### config.mk
export PLATFORM = sky130hd
export DESIGN_NAME = mcbb_ctrl
export DESIGN_NICKNAME = d
export VERILOG_FILES = /design/src/mcbb_pkg.sv /design/src/mcbb_ctrl.sv
export SDC_FILE = /design/constraint.sdc
export NUM_CORES = 1
export LEC_CHECK = 0
export ABC_AREA = 1
export BUFFER_PORTS_ARGS = -buffer_cell sky130_fd_sc_hd__buf_2
export CAP_MARGIN = 5
export CORE_MARGIN = 4
export CORE_UTILIZATION = 35
export CTS_BUF_LIST = sky130_fd_sc_hd__clkbuf_8 sky130_fd_sc_hd__clkbuf_16
export DETAILED_ROUTE_END_ITERATION = 10
export PLACE_DENSITY_LB_ADDON = 0.08
export SLEW_MARGIN = 10
export SYNTH_ARGS = -nofsm -noshare
export SYNTH_HDL_FRONTEND = slang
export SYNTH_SLANG_ARGS = --single-unit
### constraint.sdc
create_clock -name clock -period 1.16 [get_ports clock]
set_input_delay 0.232 -clock clock [delete_from_list [all_inputs] [get_ports clock]]
set_output_delay 0.232 -clock clock [all_outputs]
set_load 0.05 [all_outputs]
### src/mcbb_pkg.sv
`timescale 1ns / 1ps
`default_nettype none
package mcbb_pkg;

   localparam int MAX_VERTICES = 64;
   localparam int VW = $clog2(MAX_VERTICES);       // vertex index width
   localparam int CW = VW + 1;                      // count / color width
   localparam int BUDGET_W = 37;
   localparam int STEPS_W = BUDGET_W + 1;           // signed step counter
   localparam int ENTRY_W = CW + VW;                // color and vertex
   localparam int COS_AW = 2 * VW;
   localparam logic [CW-1:0] VC_RESET = CW'(MAX_VERTICES);
   localparam logic [BUDGET_W-1:0] BUDGET_RESET = 37'd40000000000;
   localparam logic [STEPS_W-1:0] STEPS_MIN = {1'b1, {BUDGET_W{1'b0}}};

   localparam logic [1:0] CMD_CLEAR = 2'd0;
   localparam logic [1:0] CMD_ADD   = 2'd1;
   localparam logic [1:0] CMD_SOLVE = 2'd2;

   localparam logic REG_VERTEX_COUNT = 1'b0;
   localparam logic REG_STEP_BUDGET  = 1'b1;

   typedef enum logic [3:0] {
      ST_IDLE, ST_EDGE_WA, ST_EDGE_WB, ST_INIT, ST_ENTER, ST_CLASS, ST_PICK,
      ST_ADJ, ST_BRANCH, ST_BR_E, ST_BR_ADJ, ST_POP2, ST_POP3, ST_DONE
   } state_type;

   typedef enum logic [4:0] {
      OP_NONE, OP_CLEAR, OP_EDGE_A, OP_EDGE_WA, OP_EDGE_WB, OP_INIT, OP_ENTER,
      OP_CLASS, OP_CLASS_END, OP_PICK, OP_NEXT_COL, OP_ADJ_MASK, OP_BR_ISSUE,
      OP_PRUNE, OP_BR_TAKE, OP_LEAF, OP_DESCEND, OP_POP1, OP_POP2, OP_POP3,
      OP_FIN_EXH, OP_LOAD_RSP
   } op_type;

   typedef struct packed {
      logic self_loop;
      logic p_zero;
      logic q_zero;
      logic steps_out;
      logic i_neg;
      logic d_zero;
      logic prune;
      logic leaf;
   } status_type;

endpackage
`default_nettype wire

### src/mcbb_ctrl.sv
`timescale 1ns / 1ps
`default_nettype none
module mcbb_ctrl
   import mcbb_pkg::*;
(
   input  wire logic       clock,
   input  wire logic       reset,
   input  wire logic       req_valid,
   input  wire logic [1:0] req_cmd,
   input  wire logic       rsp_ready,
   input  wire status_type status,
   output op_type          op,
   output logic            req_ready,
   output logic            rsp_valid
);

   state_type state_ff, state_in;
   logic rsp_valid_ff, rsp_valid_in;

   always_ff @(posedge clock) begin
      if (reset) begin
         state_ff <= ST_IDLE;
         rsp_valid_ff <= 1'b0;
      end else begin
         state_ff <= state_in;
         rsp_valid_ff <= rsp_valid_in;
      end
   end

   always_comb begin
      state_in = state_ff;
      op = OP_NONE;
      req_ready = 1'b0;
      rsp_valid_in = rsp_valid_ff && !rsp_ready;
      case (state_ff)
         ST_IDLE: begin
            req_ready = 1'b1;
            if (req_valid) begin
               case (req_cmd)
                  CMD_CLEAR: op = OP_CLEAR;
                  CMD_ADD: begin
                     if (!status.self_loop) begin
                        op = OP_EDGE_A;
                        state_in = ST_EDGE_WA;
                     end
                  end
                  CMD_SOLVE: state_in = ST_INIT;
                  default: ;
               endcase
            end
         end
         ST_EDGE_WA: begin
            op = OP_EDGE_WA;
            state_in = ST_EDGE_WB;
         end
         ST_EDGE_WB: begin
            op = OP_EDGE_WB;
            state_in = ST_IDLE;
         end
         ST_INIT: begin
            op = OP_INIT;
            state_in = ST_ENTER;
         end
         ST_ENTER: begin
            if (status.steps_out) begin
               op = OP_FIN_EXH;
               state_in = ST_DONE;
            end else begin
               op = OP_ENTER;
               state_in = ST_CLASS;
            end
         end
         ST_CLASS: begin
            if (status.p_zero) begin
               op = OP_CLASS_END;
               state_in = ST_BRANCH;
            end else if (status.steps_out) begin
               op = OP_FIN_EXH;
               state_in = ST_DONE;
            end else begin
               op = OP_CLASS;
               state_in = ST_PICK;
            end
         end
         ST_PICK: begin
            if (status.q_zero) begin
               op = OP_NEXT_COL;
               state_in = ST_CLASS;
            end else begin
               op = OP_PICK;
               state_in = ST_ADJ;
            end
         end
         ST_ADJ: begin
            op = OP_ADJ_MASK;
            state_in = ST_PICK;
         end
         ST_BRANCH: begin
            if (status.i_neg) begin
               if (status.d_zero) begin
                  state_in = ST_DONE;
               end else begin
                  op = OP_POP1;
                  state_in = ST_POP2;
               end
            end else begin
               op = OP_BR_ISSUE;
               state_in = ST_BR_E;
            end
         end
         ST_BR_E: begin
            if (status.prune) begin
               op = OP_PRUNE;
               state_in = ST_BRANCH;
            end else begin
               op = OP_BR_TAKE;
               state_in = ST_BR_ADJ;
            end
         end
         ST_BR_ADJ: begin
            if (status.leaf) begin
               op = OP_LEAF;
               state_in = ST_BRANCH;
            end else begin
               op = OP_DESCEND;
               state_in = ST_ENTER;
            end
         end
         ST_POP2: begin
            op = OP_POP2;
            state_in = ST_POP3;
         end
         ST_POP3: begin
            op = OP_POP3;
            state_in = ST_BRANCH;
         end
         ST_DONE: begin
            if (!rsp_valid_ff) begin
               op = OP_LOAD_RSP;
               rsp_valid_in = 1'b1;
               state_in = ST_IDLE;
            end
         end
         default: state_in = ST_IDLE;
      endcase
   end

   assign rsp_valid = rsp_valid_ff;

   a_load_free: assert property (@(posedge clock) disable iff (reset)
      (op == OP_LOAD_RSP) |-> !rsp_valid_ff) else $error("result overwritten");
   a_no_accept_busy: assert property (@(posedge clock) disable iff (reset)
      (state_ff != ST_IDLE) |-> !req_ready) else $error("accept while busy");
   a_done_sets_valid: assert property (@(posedge clock) disable iff (reset)
      (op == OP_LOAD_RSP) |=> rsp_valid_ff) else $error("result lost");

endmodule
`default_nettype wire

==> results of run 1 <==
cells in the mapped netlist (all sizes together):
master  number  area share
nand4        5       0.049
nor2        27        0.19
o21ai        4       0.031
nor3         2       0.016
a21oi        4       0.031
nand2       35        0.20
nand3b       1       0.012
buf          1       0.017
nand3       17        0.15
inv         20        0.12
or2          1      0.0097
o211ai       2       0.023
dfxtp        5        0.16
critical path, stage by stage (launching register included):
cell and delay [ps]:
dfxtp_4 380, nand2_1 120, inv_2 80, nand2_1 120
nand2_2 80, nor2_1 180, nand3_4 100, buf_8 160
state kept, by name, summed over array words and instances, names as in the netlist:
signal     count
rsp_valid      1
state_ff       4
cell families after synthesis:
group                  after synthesis  synth area share
buffers and inverters               21             0.134
AND/OR/NAND/NOR                     88             0.625
AO/OA/AOI/OAI                       10            0.0854
flip-flops                           5             0.155
power groups by stage:
stage                     logic [mW]  registers, mW  clock network (mW)
after global placement         0.518          0.204                   0
after CTS                      0.678          0.205               0.309
after global routing           0.778          0.208               0.337
after detailed placement       0.525          0.204                   0
final                          0.727          0.206               0.314
after floorplan                0.334          0.200                   0
timing repair:
| item | 4_1_cts | 5_1_grt |
|---|---|---|
| resized for setup | 46 | 20 |
| pin swaps | 10 | 8 |
| endpoints found under the setup margin | 10 | 12 |
| buffers inserted | 7 | 5 |
per-layer routing:
| metal | routed length, µm | global-route usage | vias to the layer above |
|---|---|---|---|
| met1 | 1240 | 0.270 | 484 |
| li1 | - | - | 530 |
| met3 | 95 | 0.0175 | 6 |
| met5 | 0 | 0 | - |
| met2 | 1500 | 0.429 | 23 |
| met4 | 30 | 0.0717 | 0 |
cell type report:
cell class                 count  share of cell area
clock buffer                   3              0.0293
clock inverter                 1             0.00267
inverter                      20              0.0622
multi-input combinational     98               0.437
sequential                     5              0.0827
tap                           25              0.0222
timing repair buffer          62               0.364
path summary, 6_finish.rpt:
kind              slack (ps)           to  cells past startpoint        start
hold reg to reg          600    rsp_valid                      3    rsp_valid
setup reg to reg        -230  state_ff[3]                      9  state_ff[1]
hold / removal           230    rsp_valid                      2        reset
setup / recovery        -520        op[0]                      7  state_ff[2]
==> run summary, run 1 <==
PortBufs -> 20
Fin crit share -> 1.45
CP required -> 930 ps
Final Hold Viols -> 0
Most frequent cells in the layout -> buf_4, nand2_1, nor2_1
CTS Hold Bufs -> 0
Power Total -> 1.25 mW
Hold slack final -> 232 ps
Max Clock Freq -> 0.595 GHz
Post-Synthesis Cell Area -> 644 µm²
Total gr overflow -> 0
Final wirelength -> 2870 µm
Ports -> 21
Sw Share -> 0.401
Layout fillers -> 133
Synth Warn # -> 0
Max-cap viol count -> 0
CP Launch Type -> flop
Root Buffer -> clkbuf_8
Gate power share -> 0.583
Vias per Instance -> 4.87
Clock buffer depth -> 2
Worst setup margin -> -521 ps
First-pass GRT wire length -> 4570 µm
Antenna violations before repair -> 0
CTS tree -> built
Die width -> 50.9 µm
Status -> complete, but fails checks
Number of CTS-inserted buffers -> 3
DR WL/cell -> 13.4 µm
# placed instances -> 199
Minimum period implied by the final worst setup slack -> 1680 ps
RSZ-0062 raised after global routing -> yes
Static leakage -> 0.757 nW
Hold crit path type -> input port to flop
Final Max Slew Viols -> 0
Fin Clk Skew -> 5.91 ps
Yosys reg bits -> 5
Gr usage total -> 0.229
Pre-CTS setup slack -> -409 ps
Final RePlAce weighted congestion -> 0.885
Die Height -> 50.9 µm
# nets final -> 204
Drt first-iter violations -> 15
TritonRoute pass-1 iters -> 4
Number of global-route vias before repair -> 1040
Largest net degree at the start of global routing -> 8
Avg Cell Area, Syn -> 5.20 µm²
Failing checks -> setup timing
Design area -> 0.00141 mm²
H-tree Lvls -> 1
DP Area -> 0.00106 mm²
CP max FO -> 6
Power Density -> 886 mW/mm²
Row count -> 15
Clk_lat worst skew -> 220 ps
Post-DP HPWL -> 1990 µm
Area of the multi-input gates -> 616 µm²
Register share of total power -> 0.165
N_diodes -> 0
Fin Setup TNS -> -3530 ps
Crit path kind -> flop to output port
Internal -> 0.747 mW
Gate Count Post-Synth -> 124
DRT antenna net count -> 0
Slew at the pin closest to its max-slew limit -> 285 ps
Cell variety after synth -> 17
Filler-free cell count of the finished design -> 214
Syn_nets -> 138
VDD IR max -> 0.904 mV
Core footprint -> 0.00173 mm²
Relative slew slack -> 0.809
Die area -> 0.00259 mm²
Arr. time, crit path -> 1450 ps
Worst setup EP type -> output port
Clock Sinks -> 5
Commonest non-fill, non-tap cell in the layout -> buf_4
Clock power share -> 0.252
Final setup vio count -> 11
Layout cells sized above 1 -> 0.593
Seq/Total Area, Yosys -> 0.155
Area delta synth->final -> 118%
Clock-pin slew on the worst setup and hold paths -> 40 ps
Initial Util -> 0.373
Utilization after layout -> 0.815
DRC violations left -> 0
DR vias -> 1043
Sw Pwr -> 0.500 mW
Sequential cell area -> 116 µm²
Note: power is estimated with default switching activity, not from simulation.
==> run 2: changes to the inputs <==
--- a/config.mk
+++ b/config.mk
@@ -5,12 +5,13 @@
 export SDC_FILE = /design/constraint.sdc
 export NUM_CORES = 1
 export LEC_CHECK = 0
-export ABC_AREA = 1
+export ABC_CLOCK_PERIOD_IN_PS = 1160
 export BUFFER_PORTS_ARGS = -buffer_cell sky130_fd_sc_hd__buf_2
 export CAP_MARGIN = 5
 export CORE_MARGIN = 4
 export CORE_UTILIZATION = 35
 export CTS_BUF_LIST = sky130_fd_sc_hd__clkbuf_8 sky130_fd_sc_hd__clkbuf_16
+export CTS_CLUSTER_SIZE = 25
 export DETAILED_ROUTE_END_ITERATION = 10
 export PLACE_DENSITY_LB_ADDON = 0.08
 export SLEW_MARGIN = 10
==> run 2 against run 1 <==
Net effect:
- the run still ends with setup timing left
- fmax shrank 8.8%
- first-iteration DRC count is 13% higher
- register-to-register slack got worse by 70 ps
- worst hold slack better by 76 ps
- via count is 6.3% lower
- routed wire length down 5.7%
- power fell by 25%
- worst setup slack worse by 160 ps
- synthesized cell count decreased by 23%
- critical path type unchanged
- largest cell class unchanged
- largest power group unchanged
==> run summary, run 2 <==
Status -> complete, but fails checks
Failing checks -> setup timing
Layout fillers -> 133 (unchanged)
Cell variety after synth -> 36 (+19)
Max-cap viol count -> 0 (unchanged)
RSZ-0062 raised after global routing -> yes
H-tree Lvls -> 1 (unchanged)
Synth Warn # -> 0 (unchanged)
Register with the most flip-flops -> state_ff
Synth area leader -> dfxtp_1
Critical Path Slowest Stage Cell -> dfxtp_4
Final Max Slew Viols -> 0 (unchanged)
Async SR Flop Fraction -> 0 (unchanged)
Slew at the pin closest to its max-slew limit -> 258 ps (-26.8 ps)
Critical-path cell list -> or2_4 > o32a_1 > o221a_1 > o21ai_4 > buf_8
Power Density -> 712 mW/mm² (-20%)
N_diodes -> 0 (unchanged)
Arr. time, crit path -> 1610 ps (+160 ps)
Seq/Total Area, Yosys -> 0.156 (+0.000302)
Top cells by area, synth -> dfxtp_1, a21oi_1, nand2b_1
# nets final -> 171 (-16%)
Number of global-route vias before repair -> 1019 (-2.0%)
Worst setup EP type -> output port
Synth top area share -> 0.156 (-0.0482)
Count of flip-flops with a built-in enable after synthesis -> 0 (unchanged)
Vias per Instance -> 5.40 (+11%)
Final setup vio count -> 10 (-1)
Drt first-iter violations -> 17 (+2)
Gate Count Post-Synth -> 95 (-23%)
Critical path's top delay family -> compound AO/OA/AOI/OAI gates
DR WL/cell -> 14.9 µm (+12%)
Max Clock Freq -> 0.543 GHz (-8.8%)
CP max stage delay -> 350 ps (-30 ps)
Number of CTS-inserted buffers -> 3 (unchanged)
Antenna violations before repair -> 0 (unchanged)
Crit path kind -> flop to output port
Core footprint -> 0.00173 mm² (unchanged)
Syn_nets -> 109 (-21%)
Clock buffer depth -> 2 (unchanged)
WP buf/inv -> 1 (-1)
Row count -> 15 (unchanged)
Post-DP HPWL -> 1920 µm (-3.7%)
DP Area -> 0.00108 mm² (+2.1%)
Die Height -> 50.9 µm (about the same)
Final Hold Viols -> 0 (unchanged)
Area delta synth->final -> 106%
Total gr overflow -> 0 (unchanged)
Minimum period implied by the final worst setup slack -> 1840 ps (+161 ps)
Die width -> 50.9 µm (about the same)
Fin crit share -> 1.59 (+0.139)
CP max FO -> 6 (unchanged)
Largest register FFs -> 4 (unchanged)
Largest net degree at the start of global routing -> 15 (+7)
Most common cell in the netlist -> a21oi_1
CTS Hold Bufs -> 0 (unchanged)
Ys flop type -> dfxtp_1
Commonest cells post-synth -> a21oi_1, nand2b_1, nor2_1
Ports -> 21 (unchanged)
CP required -> 930 ps (about the same)
Final wirelength -> 2710 µm (-5.7%)
Clock Sinks -> 5 (unchanged)
DR vias -> 977 (-6.3%)
Die area -> 0.00259 mm² (-0.16%)
Commonest non-fill, non-tap cell in the layout -> buf_4
Post-Synthesis Cell Area -> 643 µm² (-0.19%)
TritonRoute pass-1 iters -> 4 (unchanged)
Gr usage total -> 0.240 (+0.0110)
Worst setup margin -> -683 ps (-161 ps)
Static leakage -> 0.584 nW (-23%)
Layout cells sized above 1 -> 0.622 (+0.0292)
Hold crit path type -> input port to flop
Clock-pin slew on the worst setup and hold paths -> 40 ps (about the same)
Hold slack final -> 308 ps (+75.9 ps)
VDD IR max -> 0.498 mV (-45%)
DRT antenna net count -> 0 (unchanged)
Initial Util -> 0.372 (-0.000725)
Design area -> 0.00132 mm² (-6.0%)
Relative slew slack -> 0.823 (+0.0138)
Clk_lat worst skew -> 230 ps (about the same)
PortBufs -> 20 (unchanged)
Root Buffer -> clkbuf_8
Final RePlAce weighted congestion -> 0.937 (+5.9%)
DRC violations left -> 0 (unchanged)
Yosys reg bits -> 5 (unchanged)
Most frequent cells in the layout -> buf_4, buf_2, buf_6
First-pass GRT wire length -> 4620 µm (+1.1%)
Fin Clk Skew -> 5.52 ps (-0.385 ps)
CTS tree -> built
CP Launch Type -> flop
Avg Cell Area, Syn -> 6.77 µm² (+30%)
run 2: worst reg2reg max path, cell delays in order (launching register included):
cell     delay, ps
dfxtp_4        360
buf_4          140
nand2_1        100
buf_4          160
or4_4          490
o31ai_1        100
run 2: path summary, 6_finish.rpt:
kind	from	endpoint	slack (ps)	cells after the start
worst max-delay path	state_ff[3]	op[1]	-680	5
worst min-delay path	reset	rsp_valid	310	3
worst max register to register	state_ff[2]	state_ff[3]	-300	5
worst min register to register	rsp_valid	rsp_valid	550	2
run 2: final cells by class:
type / count / area, µm² / area share
clock buffers: 3 / 41.3 / 0.0312
clock inverters: 1 / 3.75 / 0.00284
well taps: 25 / 31.3 / 0.0237
multi-input cells: 79 / 619 / 0.468
inverters: 4 / 15.0 / 0.0114
repair buffers: 64 / 498 / 0.377
flip-flops and latches: 5 / 114 / 0.0861
run 2: report_power, final:
part | switching, mW | internal [mW] | leakage [nW]
Sequential | 0.00775 | 0.174 | 0.0438
Clock | 0.100 | 0.228 | 0.0269
Combinational | 0.226 | 0.205 | 0.514
Total | 0.334 | 0.607 | 0.584
run 2: through the flow:
step	util	power [mW]	setup slack [ps]	setup TNS [ps]	cells
final	0.766	0.941	-683	-4290	181
after global routing	0.766	0.988	-723	-4860	181
after global placement	0.625	0.528	-545	-3650	171
after detailed placement	0.625	0.533	-558	-3800	171
after CTS	0.756	0.922	-670	-4510	182
after floorplan	-	0.404	-533	-2040	95
run 2: logic make-up (layout without fill, tap and decap cells):
| logic type | after synthesis | after routing | synth area share |
|---|---|---|---|
| AOI/OAI and AO/OA | 38 | 38 | 0.393 |
| buffers and inverters | 11 | 72 | 0.0875 |
| DFF | 5 | 5 | 0.156 |
| muxes | 1 | 1 | 0.0156 |
| and+or+nand+nor | 40 | 40 | 0.348 |
run 2: repair_timing:
item / in CTS / in global routing
gates resized for setup: 35 / 8
buffers inserted: 8 / 0
setup endpoints to repair: 11 / 11
cloned: 0 / 0
pin swaps: 8 / 5
run 2: per-layer routing:
| metal | wire (µm) | track usage |
|---|---|---|
| met1 | 1070 | 0.272 |
| met2 | 1450 | 0.443 |
| met3 | 144 | 0.0612 |
| met4 | 42 | 0.0583 |
| met5 | 0 | 0 |
==> run 3: changes to the inputs <==
==> constraint.sdc (replaced) <==
create_clock -name clock -period 1.16 [get_ports clock]
set_input_delay 0.232 -clock clock [delete_from_list [all_inputs] [get_ports clock]]
set_output_delay 0.232 -clock clock [all_outputs]
set_load 0.02 [all_outputs]
==> run 3 against run 2 <==
Net effect:
- the flow still finishes with violations (setup timing)
- global-route usage decreased by 3.0 points
- cell count fell by 3.3%
- critical endpoint unchanged
- clock skew about the same
- sequential power grew 3%
- die area stayed put
- first-iteration DRC count up 18%
- core utilization down 0.22 points
- clock power down 1%
- largest cell class unchanged
- cell area shrank 0.28%
==> run summary, run 3 (synthesized netlist as in run 2, its figures left out) <==
Status -> complete, but fails checks
Failing checks -> setup timing
Power Density -> 678 mW/mm² (-4.7%)
Worst setup EP type -> output port
PortBufs -> 20 (unchanged)
Die width -> 50.9 µm (unchanged)
Total gr overflow -> 0 (unchanged)
Die area -> 0.00259 mm² (unchanged)
Fin Clk Skew -> 5.90 ps (+0.373 ps)
Row count -> 15 (unchanged)
H-tree Lvls -> 1 (unchanged)
Register share of total power -> 0.210 (+0.017)
Slew at the pin closest to its max-slew limit -> 297 ps (+39.6 ps)
DP Area -> 0.00106 mm² (-2.0%)
DRT antenna net count -> 0 (unchanged)
Core footprint -> 0.00173 mm² (unchanged)
Area delta synth->final -> 105%
Internal -> 0.607 mW (about the same)
Clock Sinks -> 5 (unchanged)
Critical Path Slowest Stage Cell -> dfxtp_4
Ports -> 21 (unchanged)
Final RePlAce weighted congestion -> 0.841 (-10%)
Commonest non-fill, non-tap cell in the layout -> buf_4
Register with the most flip-flops -> state_ff
Arr. time, crit path -> 1560 ps (-50 ps)
Max Clock Freq -> 0.557 GHz (+2.6%)
Sw Pwr -> 0.288 mW (-14%)
First-pass GRT wire length -> 4110 µm (-11%)
VDD IR max -> 0.643 mV (+29%)
Clock power share -> 0.362 (+0.013)
Design area -> 0.00132 mm² (-0.28%)
Post-DP HPWL -> 1850 µm (-3.6%)
Final setup vio count -> 10 (unchanged)
DR WL/cell -> 15.2 µm (+1.8%)
Final wirelength -> 2660 µm (-1.6%)
Hold slack final -> 334 ps (+26.2 ps)
Critical-path cell list -> or2_4 > o32a_1 > o221a_1 > o21ai_4 > buf_6
Layout cells sized above 1 -> 0.627 (+0.00487)
Hold crit path type -> input port to flop
Clk_lat worst skew -> 220 ps (about the same)
Crit path kind -> flop to output port
CP max stage delay -> 360 ps (about the same)
N_diodes -> 0 (unchanged)
Critical path's top delay family -> compound AO/OA/AOI/OAI gates
CP required -> 930 ps (about the same)
RSZ-0062 raised after global routing -> yes
DR vias -> 951 (-2.7%)
TritonRoute pass-1 iters -> 4 (unchanged)
Largest net degree at the start of global routing -> 11 (-4)
Number of global-route vias before repair -> 940 (-7.8%)
Number of CTS-inserted buffers -> 3 (unchanged)
Utilization after layout -> 0.764 (-0.00217)
Final Max Slew Viols -> 0 (unchanged)
Final Hold Viols -> 0 (unchanged)
Clock-pin slew on the worst setup and hold paths -> 40 ps (about the same)
Largest register FFs -> 4 (unchanged)
Die Height -> 50.9 µm (unchanged)
Minimum period implied by the final worst setup slack -> 1800 ps (-47.4 ps)
DRC violations left -> 0 (unchanged)
Sw Share -> 0.321 (-0.0334)
Gate power share -> 0.428 (-0.030)
Static leakage -> 0.583 nW (-0.15%)
Fin crit share -> 1.55 (-0.0409)
Antenna violations before repair -> 0 (unchanged)
Most frequent cells in the layout -> buf_4, buf_2, buf_6
Root Buffer -> clkbuf_8
CTS tree -> built
CP Launch Type -> flop
CP max FO -> 6 (unchanged)
Relative slew slack -> 0.801 (-0.0222)
Gr usage total -> 0.210 (-0.0300)
# nets final -> 165 (-3.5%)
Clock buffer depth -> 2 (unchanged)
Vias per Instance -> 5.43 (+0.68%)
Initial Util -> 0.372 (unchanged)
WP buf/inv -> 1 (unchanged)
Max-cap viol count -> 0 (unchanged)
Drt first-iter violations -> 20 (+3)
Worst setup margin -> -635 ps (+47.4 ps)
run 3: cell types whose count changed in the layout (fill, tap and decap cells not counted), moves of 2 or more:
cell and change:
nand2b_4 +2, a21oi_1 +2, dfxtp_2 -2, dfxtp_4 +2, a21oi_2 -2, buf_4 -7, buf_6 +2, o21ai_1 +2
nand2b_1 -2
run 3: through the flow:
stage	power [mW]	setup TNS (ps)	cells	worst slack, ps
2_1_floorplan	0.368	-994	95	-249
3_3_place_gp	0.493	-2750	166	-420
3_5_place_dp	0.494	-2840	166	-420
4_1_cts	0.871	-4050	173	-618
5_1_grt	0.944	-4850	175	-680
6_report	0.895	-4390	175	-635
run 3: final cells by class:
class / count / area, µm²
multi-input combinational: 79 / 654
timing repair buffer: 58 / 453
fill: 133 / 408
sequential: 5 / 119
clock buffer: 3 / 41.3
tap: 25 / 31.3
inverter: 4 / 15.0
clock inverter: 1 / 5.00
run 3: timing repair:
item | in CTS | in global routing
buffers inserted | 3 | 3
pin swaps | 8 | 7
resized for setup | 29 | 17
hold buffers | 0 | 0
setup endpoints to repair | 10 | 11
hold endpoints to repair | 0 | 0
run 3: tightest hold or removal path, cell delays in order:
cell	delay [ps]
buf_2	90
buf_4	130
nor2_1	50
run 3: power by group through the flow:
stage	Combinational (mW)	Clock, mW	Sequential, mW
3_5_place_dp	0.301	0	0.193
4_1_cts	0.353	0.329	0.189
6_report	0.383	0.324	0.188
5_1_grt	0.410	0.345	0.188
2_1_floorplan	0.177	0	0.191
3_3_place_gp	0.299	0	0.194
run 3: routing by layer:
layer  GRT usage  up-vias  part of all wire
met5           0        -                 0
met2       0.407       25              0.54
met4      0.0314        0             0.013
met3      0.0408        6             0.036
li1            -      472                 -
met1       0.238      448              0.41
run 3: worst paths after layout:
check,depth (start not counted),slack [ps],from,endpoint
max reg2reg,7,-440,state_ff[2],state_ff[0]
min reg2reg,2,570,rsp_valid,rsp_valid
max,5,-640,state_ff[2],op[1]
min,3,330,reset,rsp_valid
